==> src/sv/counting_semaphore_fifo_waiters_defines.svh <==
// Assertion macros for the counting semaphore block.
// Included by files that carry concurrent checks; no other dependencies.
`ifndef COUNTING_SEMAPHORE_FIFO_WAITERS_DEFINES_SVH
`define COUNTING_SEMAPHORE_FIFO_WAITERS_DEFINES_SVH

`ifndef ASSERT_OFF
`define CSFW_ASSERT(label, clk, rst, prop) \
  label: assert property (@(posedge clk) disable iff (rst) prop) \
    else $error("csfw assertion failed");
`define CSFW_ASSERT_ALWAYS(label, clk, prop) \
  label: assert property (@(posedge clk) prop) \
    else $error("csfw assertion failed");
`else
`define CSFW_ASSERT(label, clk, rst, prop)
`define CSFW_ASSERT_ALWAYS(label, clk, prop)
`endif

`endif

==> src/sv/csfw_pkg.sv <==
// Shared types and constants for the counting semaphore block.
// No dependencies.
`timescale 1ns / 1ps
`default_nettype none

package csfw_pkg;

  localparam int QUEUE_DEPTH = 16;
  localparam int ID_BITS     = 4;
  localparam int ADDR_BITS   = (QUEUE_DEPTH > 1) ? $clog2(QUEUE_DEPTH) : 1;
  localparam int LEN_BITS    = $clog2(QUEUE_DEPTH + 1);
  localparam int ID_W        = 4;
  localparam int COUNT_W     = 9;
  localparam int INIT_W      = 8;
  localparam int COUNT_MAX   = 255;

  localparam logic [1:0] ACT_ACQUIRE = 2'd0;
  localparam logic [1:0] ACT_RELEASE = 2'd1;
  localparam logic [1:0] ACT_CANCEL  = 2'd2;

  localparam logic REG_INITIAL_COUNT = 1'b0;

  typedef enum logic [1:0] {
    ST_IDLE,
    ST_SCAN,
    ST_EXEC
  } state_t;

  typedef struct packed {
    logic                 clear;
    logic                 push;
    logic                 remove;
    logic [ADDR_BITS-1:0] pos;
    logic [ID_BITS-1:0]   wid;
  } qcmd_t;

endpackage

`default_nettype wire

==> src/sv/counting_semaphore_fifo_waiters.sv <==
// Counting semaphore with a FIFO wait queue: acquire and release pass from IDLE
// to EXEC; cancel first passes SCAN (one queue slot compared per cycle by the
// single comparator), then EXEC. Next request is taken the cycle after the
// result is registered, so only one request is in flight at a time.
// Synchronous reset: count loads 1, initial_count 1, queue empty, no result held.
// Depends on csfw_pkg, csfw_waitq and the assertion macro header.
`timescale 1ns / 1ps
`default_nettype none
`include "counting_semaphore_fifo_waiters_defines.svh"

module counting_semaphore_fifo_waiters (
  input  wire logic                                clk,
  input  wire logic                                rst,
  input  wire logic                                psel,
  input  wire logic                                penable,
  input  wire logic                                pwrite,
  input  wire logic [2:0]                          paddr,
  input  wire logic [31:0]                         pwdata,
  output logic      [31:0]                         prdata,
  output logic                                     pready,
  input  wire logic                                req_valid,
  output logic                                     req_ready,
  input  wire logic [1:0]                          action,
  input  wire logic [csfw_pkg::ID_W-1:0]           requester_id,
  output logic                                     rsp_valid,
  input  wire logic                                rsp_ready,
  output logic                                     granted,
  output logic                                     blocked,
  output logic                                     woken_valid,
  output logic      [csfw_pkg::ID_W-1:0]           woken_id,
  output logic signed [csfw_pkg::COUNT_W-1:0]      count_after,
  output logic                                     error
);

  localparam int Depth    = csfw_pkg::QUEUE_DEPTH;
  localparam int IdBits   = csfw_pkg::ID_BITS;
  localparam int AddrBits = csfw_pkg::ADDR_BITS;
  localparam int LenBits  = csfw_pkg::LEN_BITS;
  localparam int IdW      = csfw_pkg::ID_W;
  localparam int CountW   = csfw_pkg::COUNT_W;
  localparam int InitW    = csfw_pkg::INIT_W;
  localparam logic signed [CountW:0] SumMax = (CountW+1)'(csfw_pkg::COUNT_MAX);

  csfw_pkg::state_t state, state_next;

  logic [InitW-1:0]         initial_count;
  logic signed [CountW-1:0] token_count, count_next;
  logic [1:0]               act;
  logic [IdBits-1:0]        id;
  logic [LenBits-1:0]       ptr;
  logic                     found;
  logic [AddrBits-1:0]      pos;

  logic [LenBits-1:0]       qlen;
  logic [IdBits-1:0]        head_id;
  logic [IdBits-1:0]        rd_id;
  csfw_pkg::qcmd_t          qcmd;

  logic cfg_wr;
  logic accept;
  logic out_free;
  logic scan_end;
  logic scan_hit;
  logic exec_fire;

  logic signed [CountW:0]   sum;
  logic                     res_granted, res_blocked, res_woken, res_error;
  logic [IdBits-1:0]        res_wid;

  // config port
  assign pready = 1'b1;
  assign cfg_wr = psel && penable && pwrite && (paddr[2] == csfw_pkg::REG_INITIAL_COUNT);
  assign prdata = (paddr[2] == csfw_pkg::REG_INITIAL_COUNT) ? 32'(initial_count) : 32'd0;

  always_ff @(posedge clk) begin
    if (rst) begin
      initial_count <= InitW'(1);
    end else if (cfg_wr) begin
      initial_count <= pwdata[InitW-1:0];
    end
  end

  // sequencer
  always_ff @(posedge clk) begin
    if (rst) begin
      state <= csfw_pkg::ST_IDLE;
    end else begin
      state <= state_next;
    end
  end

  assign out_free = !rsp_valid || rsp_ready;
  assign accept   = req_valid && req_ready;
  assign scan_end = (ptr >= qlen);
  assign scan_hit = !scan_end && (rd_id == id);

  always_comb begin
    state_next = state;
    unique case (state)
      csfw_pkg::ST_IDLE: begin
        if (accept) begin
          state_next = (action == csfw_pkg::ACT_CANCEL) ? csfw_pkg::ST_SCAN
                                                        : csfw_pkg::ST_EXEC;
        end
      end
      csfw_pkg::ST_SCAN: begin
        if (scan_end || scan_hit) begin
          state_next = csfw_pkg::ST_EXEC;
        end
      end
      csfw_pkg::ST_EXEC: begin
        if (out_free) begin
          state_next = csfw_pkg::ST_IDLE;
        end
      end
      default: state_next = csfw_pkg::ST_IDLE;
    endcase
  end

  always_comb begin
    req_ready = 1'b0;
    exec_fire = 1'b0;
    unique case (state)
      csfw_pkg::ST_IDLE: req_ready = 1'b1;
      csfw_pkg::ST_SCAN: ;
      csfw_pkg::ST_EXEC: exec_fire = out_free;
      default: ;
    endcase
  end

  // item registers and scan pointer
  always_ff @(posedge clk) begin
    if (accept) begin
      act   <= action;
      id    <= IdBits'(requester_id);
      ptr   <= '0;
      found <= 1'b0;
    end else if (state == csfw_pkg::ST_SCAN) begin
      if (scan_hit) begin
        found <= 1'b1;
        pos   <= ptr[AddrBits-1:0];
      end else if (!scan_end) begin
        ptr <= ptr + LenBits'(1);
      end
    end
  end

  csfw_waitq u_waitq (
    .clk     (clk),
    .rst     (rst),
    .cmd     (qcmd),
    .raddr   (ptr[AddrBits-1:0]),
    .qlen    (qlen),
    .head_id (head_id),
    .rd_id   (rd_id)
  );

  // shared count adder
  assign sum = $signed({token_count[CountW-1], token_count})
             + ((act == csfw_pkg::ACT_ACQUIRE) ? -(CountW+1)'(1) : (CountW+1)'(1));

  always_comb begin
    res_granted = 1'b0;
    res_blocked = 1'b0;
    res_woken   = 1'b0;
    res_error   = 1'b0;
    res_wid     = '0;
    count_next  = token_count;
    qcmd        = '0;
    qcmd.wid    = id;
    qcmd.pos    = pos;
    case (act) inside
      csfw_pkg::ACT_ACQUIRE: begin
        if (token_count[CountW-1] || token_count == '0) begin
          if (qlen == LenBits'(Depth)) begin
            res_error = 1'b1;
          end else begin
            count_next  = sum[CountW-1:0];
            qcmd.push   = 1'b1;
            res_blocked = 1'b1;
          end
        end else begin
          count_next  = sum[CountW-1:0];
          res_granted = 1'b1;
        end
      end
      csfw_pkg::ACT_RELEASE, csfw_pkg::ACT_CANCEL: begin
        if (act == csfw_pkg::ACT_CANCEL && found) begin
          qcmd.remove = 1'b1;
          count_next  = (sum > SumMax) ? CountW'(csfw_pkg::COUNT_MAX) : sum[CountW-1:0];
        end else if (sum > SumMax) begin
          res_error = 1'b1;
        end else begin
          count_next = sum[CountW-1:0];
          if ((sum[CountW] || sum == '0) && qlen != '0) begin
            res_woken   = 1'b1;
            res_wid     = head_id;
            qcmd.remove = 1'b1;
            qcmd.pos    = '0;
          end
        end
      end
      default: ;
    endcase
    if (!exec_fire) begin
      qcmd.push   = 1'b0;
      qcmd.remove = 1'b0;
    end
    qcmd.clear = cfg_wr;
  end

  always_ff @(posedge clk) begin
    if (rst) begin
      token_count <= CountW'(1);
    end else if (cfg_wr) begin
      token_count <= CountW'(pwdata[InitW-1:0]);
    end else if (exec_fire) begin
      token_count <= count_next;
    end
  end

  // result register
  always_ff @(posedge clk) begin
    if (rst) begin
      rsp_valid <= 1'b0;
    end else if (exec_fire) begin
      rsp_valid <= 1'b1;
    end else if (rsp_ready) begin
      rsp_valid <= 1'b0;
    end
  end

  always_ff @(posedge clk) begin
    if (exec_fire) begin
      granted     <= res_granted;
      blocked     <= res_blocked;
      woken_valid <= res_woken;
      woken_id    <= IdW'(res_wid);
      count_after <= count_next;
      error       <= res_error;
    end
  end

  `CSFW_ASSERT(a_qlen_bound, clk, rst, (qlen <= LenBits'(Depth)))
  `CSFW_ASSERT(a_one_outcome, clk, rst, rsp_valid |-> $onehot0({granted, blocked, woken_valid, error}))
  `CSFW_ASSERT(a_busy_after_accept, clk, rst, (req_valid && req_ready) |=> !req_ready)
  `CSFW_ASSERT(a_scan_in_range, clk, rst, (state == csfw_pkg::ST_SCAN) |-> (ptr <= qlen))
  `CSFW_ASSERT(a_blocked_negative, clk, rst, (rsp_valid && blocked) |-> count_after[CountW-1])

endmodule

`default_nettype wire

==> src/sv/csfw_waitq.sv <==
// Wait queue of requester IDs, oldest in slot 0, with push, remove-at and clear.
// Depends on csfw_pkg.
`timescale 1ns / 1ps
`default_nettype none

module csfw_waitq (
  input  wire logic                                 clk,
  input  wire logic                                 rst,
  input  wire csfw_pkg::qcmd_t                      cmd,
  input  wire logic [csfw_pkg::ADDR_BITS-1:0]       raddr,
  output logic      [csfw_pkg::LEN_BITS-1:0]        qlen,
  output logic      [csfw_pkg::ID_BITS-1:0]         head_id,
  output logic      [csfw_pkg::ID_BITS-1:0]         rd_id
);

  localparam int Depth    = csfw_pkg::QUEUE_DEPTH;
  localparam int IdBits   = csfw_pkg::ID_BITS;
  localparam int AddrBits = csfw_pkg::ADDR_BITS;
  localparam int LenBits  = csfw_pkg::LEN_BITS;

  logic [IdBits-1:0] ids [Depth];

  always_ff @(posedge clk) begin
    if (cmd.push) begin
      ids[qlen[AddrBits-1:0]] <= cmd.wid;
    end else if (cmd.remove) begin
      for (int i = 0; i < Depth - 1; i++) begin
        if (AddrBits'(i) >= cmd.pos) begin
          ids[i] <= ids[i+1];
        end
      end
    end
  end

  always_ff @(posedge clk) begin
    if (rst || cmd.clear) begin
      qlen <= '0;
    end else if (cmd.push) begin
      qlen <= qlen + LenBits'(1);
    end else if (cmd.remove) begin
      qlen <= qlen - LenBits'(1);
    end
  end

  assign head_id = ids[0];
  assign rd_id   = ids[raddr];

endmodule

`default_nettype wire

==> config.mk <==
export PLATFORM = sky130hd
export DESIGN_NAME = counting_semaphore_fifo_waiters
export DESIGN_NICKNAME = d
export VERILOG_FILES = /design/src/sv/csfw_pkg.sv /design/src/sv/counting_semaphore_fifo_waiters.sv /design/src/sv/csfw_waitq.sv
export VERILOG_INCLUDE_DIRS = /design/src /design/src/sv
export SDC_FILE = /design/constraint.sdc
export NUM_CORES = 1
export LEC_CHECK = 0
export ABC_AREA = 1
export BUFFER_PORTS_ARGS = -buffer_cell sky130_fd_sc_hd__buf_4
export CORE_UTILIZATION = 45
export DETAILED_ROUTE_END_ITERATION = 10
export HOLD_SLACK_MARGIN = 0.12
export SLEW_MARGIN = 20
export SYNTH_ARGS = -nofsm -noshare
export SYNTH_HDL_FRONTEND = slang
export SYNTH_SLANG_ARGS = --single-unit
==> constraint.sdc <==
create_clock -name clk -period 8.1 [get_ports clk]
set_input_delay 0.81 -clock clk [delete_from_list [all_inputs] [get_ports clk]]
set_output_delay 0.81 -clock clk [all_outputs]
set_load 0.1 [all_outputs]
==> flow_summary.ini, run 1 <==
[run_status]
outcome = completed

[setup_path]
critical_path.cell_chain = inv_1, ha_1, inv_1, nand2_1, nand2_1, nor2_1, nand3_1, nand2_1, nand2_1, nand2_1, nand2_1, inv_2, nand2_1, nand2_2, nand4_4, a21oi_4, nand2_1, o21ai_0
endpoint_arrival_time_on_the_critical_path_ps = 4680
timing.rr.end = u_waitq.ids[5][2]
worst-setup-path-type = reg -> reg
path_common_cell = nand2_1
timing.reg2reg.setup_slack_ps = 3470
crit_path_max_fo = 23
timing.reg2reg.worst_path_depth = 18
reg2reg_from = act[1]
timing.critical_path.to_type = register
timing.critical_path.from_type = register
cp.required_ps = 8150
slowest_stage = ha_1
max_stage_delay_ps = 710

[timing]
period_minus_slack_ps = 4630
post_route_clock_period_utilization = 0.572
slew_viol_final = 0
clock.fmax_mhz = 216
finClkSkew_ps = 12.9
total_negative_slack_for_setup_checks_ps = 0
worst-slew-pin-transition_ps = 841
timing.slew.headroom = 0.439
rsz_0062_raised_after_global_routing = no
setup-violations-final = 0
finalHoldViolCount = 0

[global_routing]
grt_antenna_before_repair = 0
grt_max_degree = 63
gr-total-overflow = 0
globalRouteTotalUtil = 0.224
first_global_vias = 5771
global_route_wire_length_before_repair_mm = 30.4

[die]
die_height_um = 131
placeableCoreArea_sq_um = 16100
io-pin-count = 100
die-area_sq_um = 17300
core.rowCount = 46
die_x_um = 131
start_util = 0.468

[pwr]
leakage_power_uw = 0.00376
pwr_density_cell_nw_per_um2 = 212
totalPowerFinal_uw = 1790
ir_drop_uv = 139

[logic_synthesis]
postSynth.topFlopCell = edfxtp_1
synth_area_leaders = edfxtp_1 36%, nand2_1 15%, dfxtp_1 9.3%
postSynthAreaPerCell_sq_um = 7.66
yosysTopAreaCellShare = 0.362
synthDistinctLibCells = 49
synth-seq-area-share = 0.455
synth_area_leader_cell = edfxtp_1
async_reset_ff_frac = 0
synthesis.instances = 984
yosys_register_bits = 126
synth_area_sq_um = 7540
synth_edf_count = 91
yosysWarnings = 0

[clocking]
clk_pin_slew_worst_paths_ps = 60
cts_max_path_buffers = 2
post_cts.repair.setup_buffers = 0
worst_skew_pair.late_latency_ps = 420
htree_num_levels = 4
cts.sink_count = 126
cts_hold_buf = 0
ctsResizeCount = 0
cts_made_buffers = 17
root_buffer = clkbuf_16
cts_tree = done

[layout]
layout-area-overhead-vs-synth_pct = 12.3
finalNetCount = 1080
drive_gt1_frac = 0.108
finish.utilization = 0.525
antenna_cells = 0

[routing]
firstDrtPassIters = 5
finalWirelength_mm = 18.5
drt_via_density = 5.15
drtAntennaViolNets = 0
vias = 6406
initialDrtViolationCount = 531
drt_drc_violations_left = 0
wl_per_cell_um = 14.9

[flow_run]
max_cap_viol_count = 0

[placement]
post-dp-hpwl_mm = 13.5
place_congestion = 0.861
io_buffers = 48

[min_path]
type_of_the_worst_min_delay_path = reg -> reg
hold_path_end = found
min-delay-start = found
whs_path_depth = 1
critical path: cells and delay by family, from the launching register on:
kind	cells	cell delay (ps)
AO/OA/AOI/OAI	2	910
adder cells (fa/ha/maj)	1	710
buffers and inverters	3	660
flip-flops	1	380
AND/OR/NAND/NOR	12	1590
cells in the final DEF (no fill, tap or decap), types with 2 or more instances in the layout:
cell          n
a22oi_1       2
clkinvlp_4    2
edfxtp_1     91
clkbuf_1      3
o21ai_1      10
ha_1         15
o21a_1        2
o22ai_1       7
xnor2_1       4
nand3_1      97
buf_4        52
nand2_2       7
dfxtp_1      34
mux2i_1       2
inv_1       119
conb_1       25
o21ai_0      58
clkinv_4      3
clkbuf_16    18
a21oi_1      45
clkinv_2      5
nor2_2        4
nand3b_1      2
clkinv_1      2
or2_2         2
nor2_1       62
inv_2         6
nor3_1        2
nand2_1     295
xor2_1        7
nand4_1       5
nor2_4        2
o211ai_1     21
cells by family (layout without fill, tap and decap cells):
group	count (synthesis)	count (layout)	share of synthesized area
compound gates	153	153	0.115
xor+xnor	12	12	0.0149
fa+ha+maj	16	16	0.0276
buf+inv	189	211	0.111
flops	126	126	0.455
mux	2	2	0.00266
other cells	2	25	0.000996
simple gates	484	484	0.272
state kept, by name, summed over array words and instances (netlist names), named ones only:
register and flops:
u_waitq.ids 64, count_after 9, token_count 9, initial_count 8
ptr 5, u_waitq.qlen 5, id 4, pos 4
woken_id 4, act 2, state 2, blocked 1
error 1, found 1, granted 1, rsp_valid 1
woken_valid 1
cell usage after synthesis, types with 2 or more instances:
library cell and instances:
conb_1 2, nor3_1 2, buf_2 6, or2_2 2, inv_2 6, ha_1 15, a21oi_1 45, clkbuf_1 22
buf_4 29, nand2_1 295, xor2_1 7, nor2_2 3, o21ai_0 58, a22oi_1 2, nand2_2 7, mux2i_1 2
nand4_1 5, o21ai_1 10, inv_1 119, xnor2_1 4, o211ai_1 21, o22ai_1 7, buf_1 4, nor2_4 2
dfxtp_1 35, o21a_1 2, nand3_1 97, edfxtp_1 91, nand3b_1 2, nor2_1 63
worst max path at each step:
stage / from / endpoint / slack [ps]
3_3_place_gp: act[0] / u_waitq.ids[1][3] / 3510
5_1_grt: act[1] / u_waitq.ids[5][2] / 2990
6_report: act[1] / u_waitq.ids[5][2] / 3470
3_5_place_dp: act[1] / u_waitq.ids[1][3] / 3550
4_1_cts: act[0] / u_waitq.ids[5][2] / 3540
2_1_floorplan: rsp_ready / u_waitq.qlen[4] / 4880
area by class of cell:
class                   count  area (sq um)
clock inverters            11          70.1
inverters                 127           479
repair buffers             52           390
multi-input cells         692          3360
well taps                 216           270
clock buffers              21           462
fillers                  1611          7650
flip-flops and latches    126          3430
layer usage:
metal  vias up  share of wire  track usage
met3        17          0.062       0.0486
met2       200           0.43        0.316
met4         0          0.012       0.0665
li1       3242              -            -
met5         -              0            0
met1      2947           0.50        0.337
where the power goes:
part	total [uW]	internal (uW)	switching [uW]
clock	695	406	289
combinational	354	84.3	270
sequential	742	719	23.1
stage by stage:
| stage | area (sq um) | worst slack (ps) | hold WS (ps) | cells |
|---|---|---|---|---|
| 6_report | 8460 | 3470 | 464 | 1245 |
| 5_1_grt | 8460 | 2990 | 486 | 1245 |
| 4_1_cts | 8460 | 3540 | 465 | 1245 |
| 3_5_place_dp | 7930 | 3550 | 456 | 1213 |
| 3_3_place_gp | 7930 | 3510 | 451 | 1213 |
| 2_1_floorplan | 7620 | 4880 | 424 | 1007 |
(Power assumes the default switching activity.)
==> run 2, diff against run 1 <==
--- a/config.mk
+++ b/config.mk
@@ -11,6 +11,7 @@
 export CORE_UTILIZATION = 45
 export DETAILED_ROUTE_END_ITERATION = 10
 export HOLD_SLACK_MARGIN = 0.12
+export PLACE_DENSITY = 0.67
 export SLEW_MARGIN = 20
 export SYNTH_ARGS = -nofsm -noshare
 export SYNTH_HDL_FRONTEND = slang
==> constraint.sdc (replaced) <==
create_clock -name clk -period 4 [get_ports clk]
set_input_delay 0.4 -clock clk [delete_from_list [all_inputs] [get_ports clk]]
set_output_delay 0.4 -clock clk [all_outputs]
set_load 0.1 [all_outputs]
==> flow_summary.ini, run 2 (synthesis results as in run 1) <==
[setup_path]
timing.reg2reg.setup_slack_ps = 330
worst-setup-path-type = reg -> reg
timing.critical_path.to_type = register
timing.critical_path.from_type = register
cp.required_ps = 4050
crit_path_max_fo = 17
endpoint_arrival_time_on_the_critical_path_ps = 3720

[global_routing]
grt_antenna_before_repair = 0
global_route_wire_length_before_repair_mm = 29.4
globalRouteTotalUtil = 0.218
grt_max_degree = 35
gr-total-overflow = 0
first_global_vias = 5762

[routing]
wl_per_cell_um = 14.5
vias = 6486
drt_via_density = 5.16
drt_drc_violations_left = 0
firstDrtPassIters = 5
initialDrtViolationCount = 604
drtAntennaViolNets = 0
finalWirelength_mm = 18.2

[timing]
rsz_0062_raised_after_global_routing = no
worst-slew-pin-transition_ps = 907
post_route_clock_period_utilization = 0.916
setup-violations-final = 0
clock.fmax_mhz = 273
slew_viol_final = 0
postLayoutSetupSlackWorst_ps = 335
period_minus_slack_ps = 3670
total_negative_slack_for_setup_checks_ps = 0
finClkSkew_ps = 10.1
finalHoldViolCount = 0
timing.slew.headroom = 0.395
hold-worst-slack_ps = 154

[die]
core.rowCount = 46
io-pin-count = 100
die_height_um = 131
start_util = 0.468
placeableCoreArea_sq_um = 16100
die_x_um = 131
die-area_sq_um = 17300

[clocking]
ctsResizeCount = 0
worst_skew_pair.late_latency_ps = 420
clk_pin_slew_worst_paths_ps = 50
root_buffer = clkbuf_16
cts.sink_count = 126
cts_hold_buf = 0
cts_tree = done
post_cts.repair.setup_buffers = 0
htree_num_levels = 4
cts_max_path_buffers = 2
cts_made_buffers = 17

[placement]
place_congestion = 0.875
pre_cts_ws_ps = 399
io_buffers = 48
post-dp-hpwl_mm = 13.5

[layout]
n_fill_cell = 1563
antenna_cells = 0
layout_common_cells = 295 x nand2_1, 119 x inv_1, 97 x nand3_1, 91 x edfxtp_1, 63 x buf_4
multi_input_comb_area_sq_um = 3360
final-seq-area_sq_um = 3430
drive_gt1_frac = 0.118
layout_top_registers = u_waitq.ids x64, count_after x9, token_count x9
final_common_cell = nand2_1
finalNetCount = 1091
largest_reg_flops = 64
layout-area-overhead-vs-synth_pct = 13.9
top_register = u_waitq.ids

[run_status]
outcome = completed

[flow_run]
max_cap_viol_count = 0

[pwr]
leakage_power_uw = 0.00384
ir_drop_uv = 293
pwr_density_cell_nw_per_um2 = 430

[min_path]
type_of_the_worst_min_delay_path = in -> reg
==> run 2: changes by cell type in the layout (fill, tap and decap cells not counted), sizes merged <==
| cell | previous run | this run |
|---|---|---|
| inv | 126 | 130 |
| clkbuf | 21 | 25 |
| clkinvlp | 2 | 1 |
| clkinv | 10 | 3 |
| buf | 52 | 63 |
==> run 2: worst paths after layout <==
path / start / end / depth (start not counted)
setup / recovery: act[0] / u_waitq.ids[2][1] / 19
hold / removal: requester_id[2] / id[2] / 1
setup reg to reg: act[0] / u_waitq.ids[2][1] / 19
hold reg to reg: initial_count[6] / initial_count[6] / 2
==> run 2: critical path: stages, from the launching register on <==
cell	delay (ps)
edfxtp_1	370
inv_1	110
ha_1	320
nor2_1	80
nor2_2	210
ha_1	180
inv_1	50
nand2_1	120
nand3_1	110
nand2_1	90
nand2_1	50
nand2_1	130
nand3_1	100
nor2_1	130
nand2_1	80
nand2_2	90
nand4_4	300
o21ai_2	250
nand3_1	240
o21ai_0	280
==> run 2: layer usage <==
layer	global-route usage	up-vias	share of wire
met4	0.0549	0	0.0064
met1	0.323	2938	0.47
met5	0	-	0
met3	0.0529	10	0.085
met2	0.315	268	0.44
li1	-	3270	-
==> run 2: through the flow <==
step | std cells | area, sq um | util | total power, uW
global route | 1256 | 8590 | 0.533 | 3850
detailed placement | 1224 | 8020 | 0.497 | 2240
finish | 1256 | 8590 | 0.533 | 3690
floorplan | 1007 | 7620 | - | 2110
CTS | 1256 | 8590 | 0.533 | 3710
global placement | 1224 | 8020 | 0.497 | 2240
==> run 2: power breakdown <==
part / leakage (uW) / internal [uW] / switching [uW]
registers: 0.00111 / 1460 / 44.1
logic: 0.00245 / 175 / 546
clock network: 0.000285 / 916 / 555
total: 0.00384 / 2550 / 1150
==> run 2: final cells by class <==
cell class / instances / share of cell area
sequential: 126 / 0.400
multi-input combinational: 692 / 0.391
clock inverter: 7 / 0.00524
clock buffer: 25 / 0.0615
timing repair buffer: 63 / 0.0551
inverter: 127 / 0.0558
tap: 216 / 0.0315
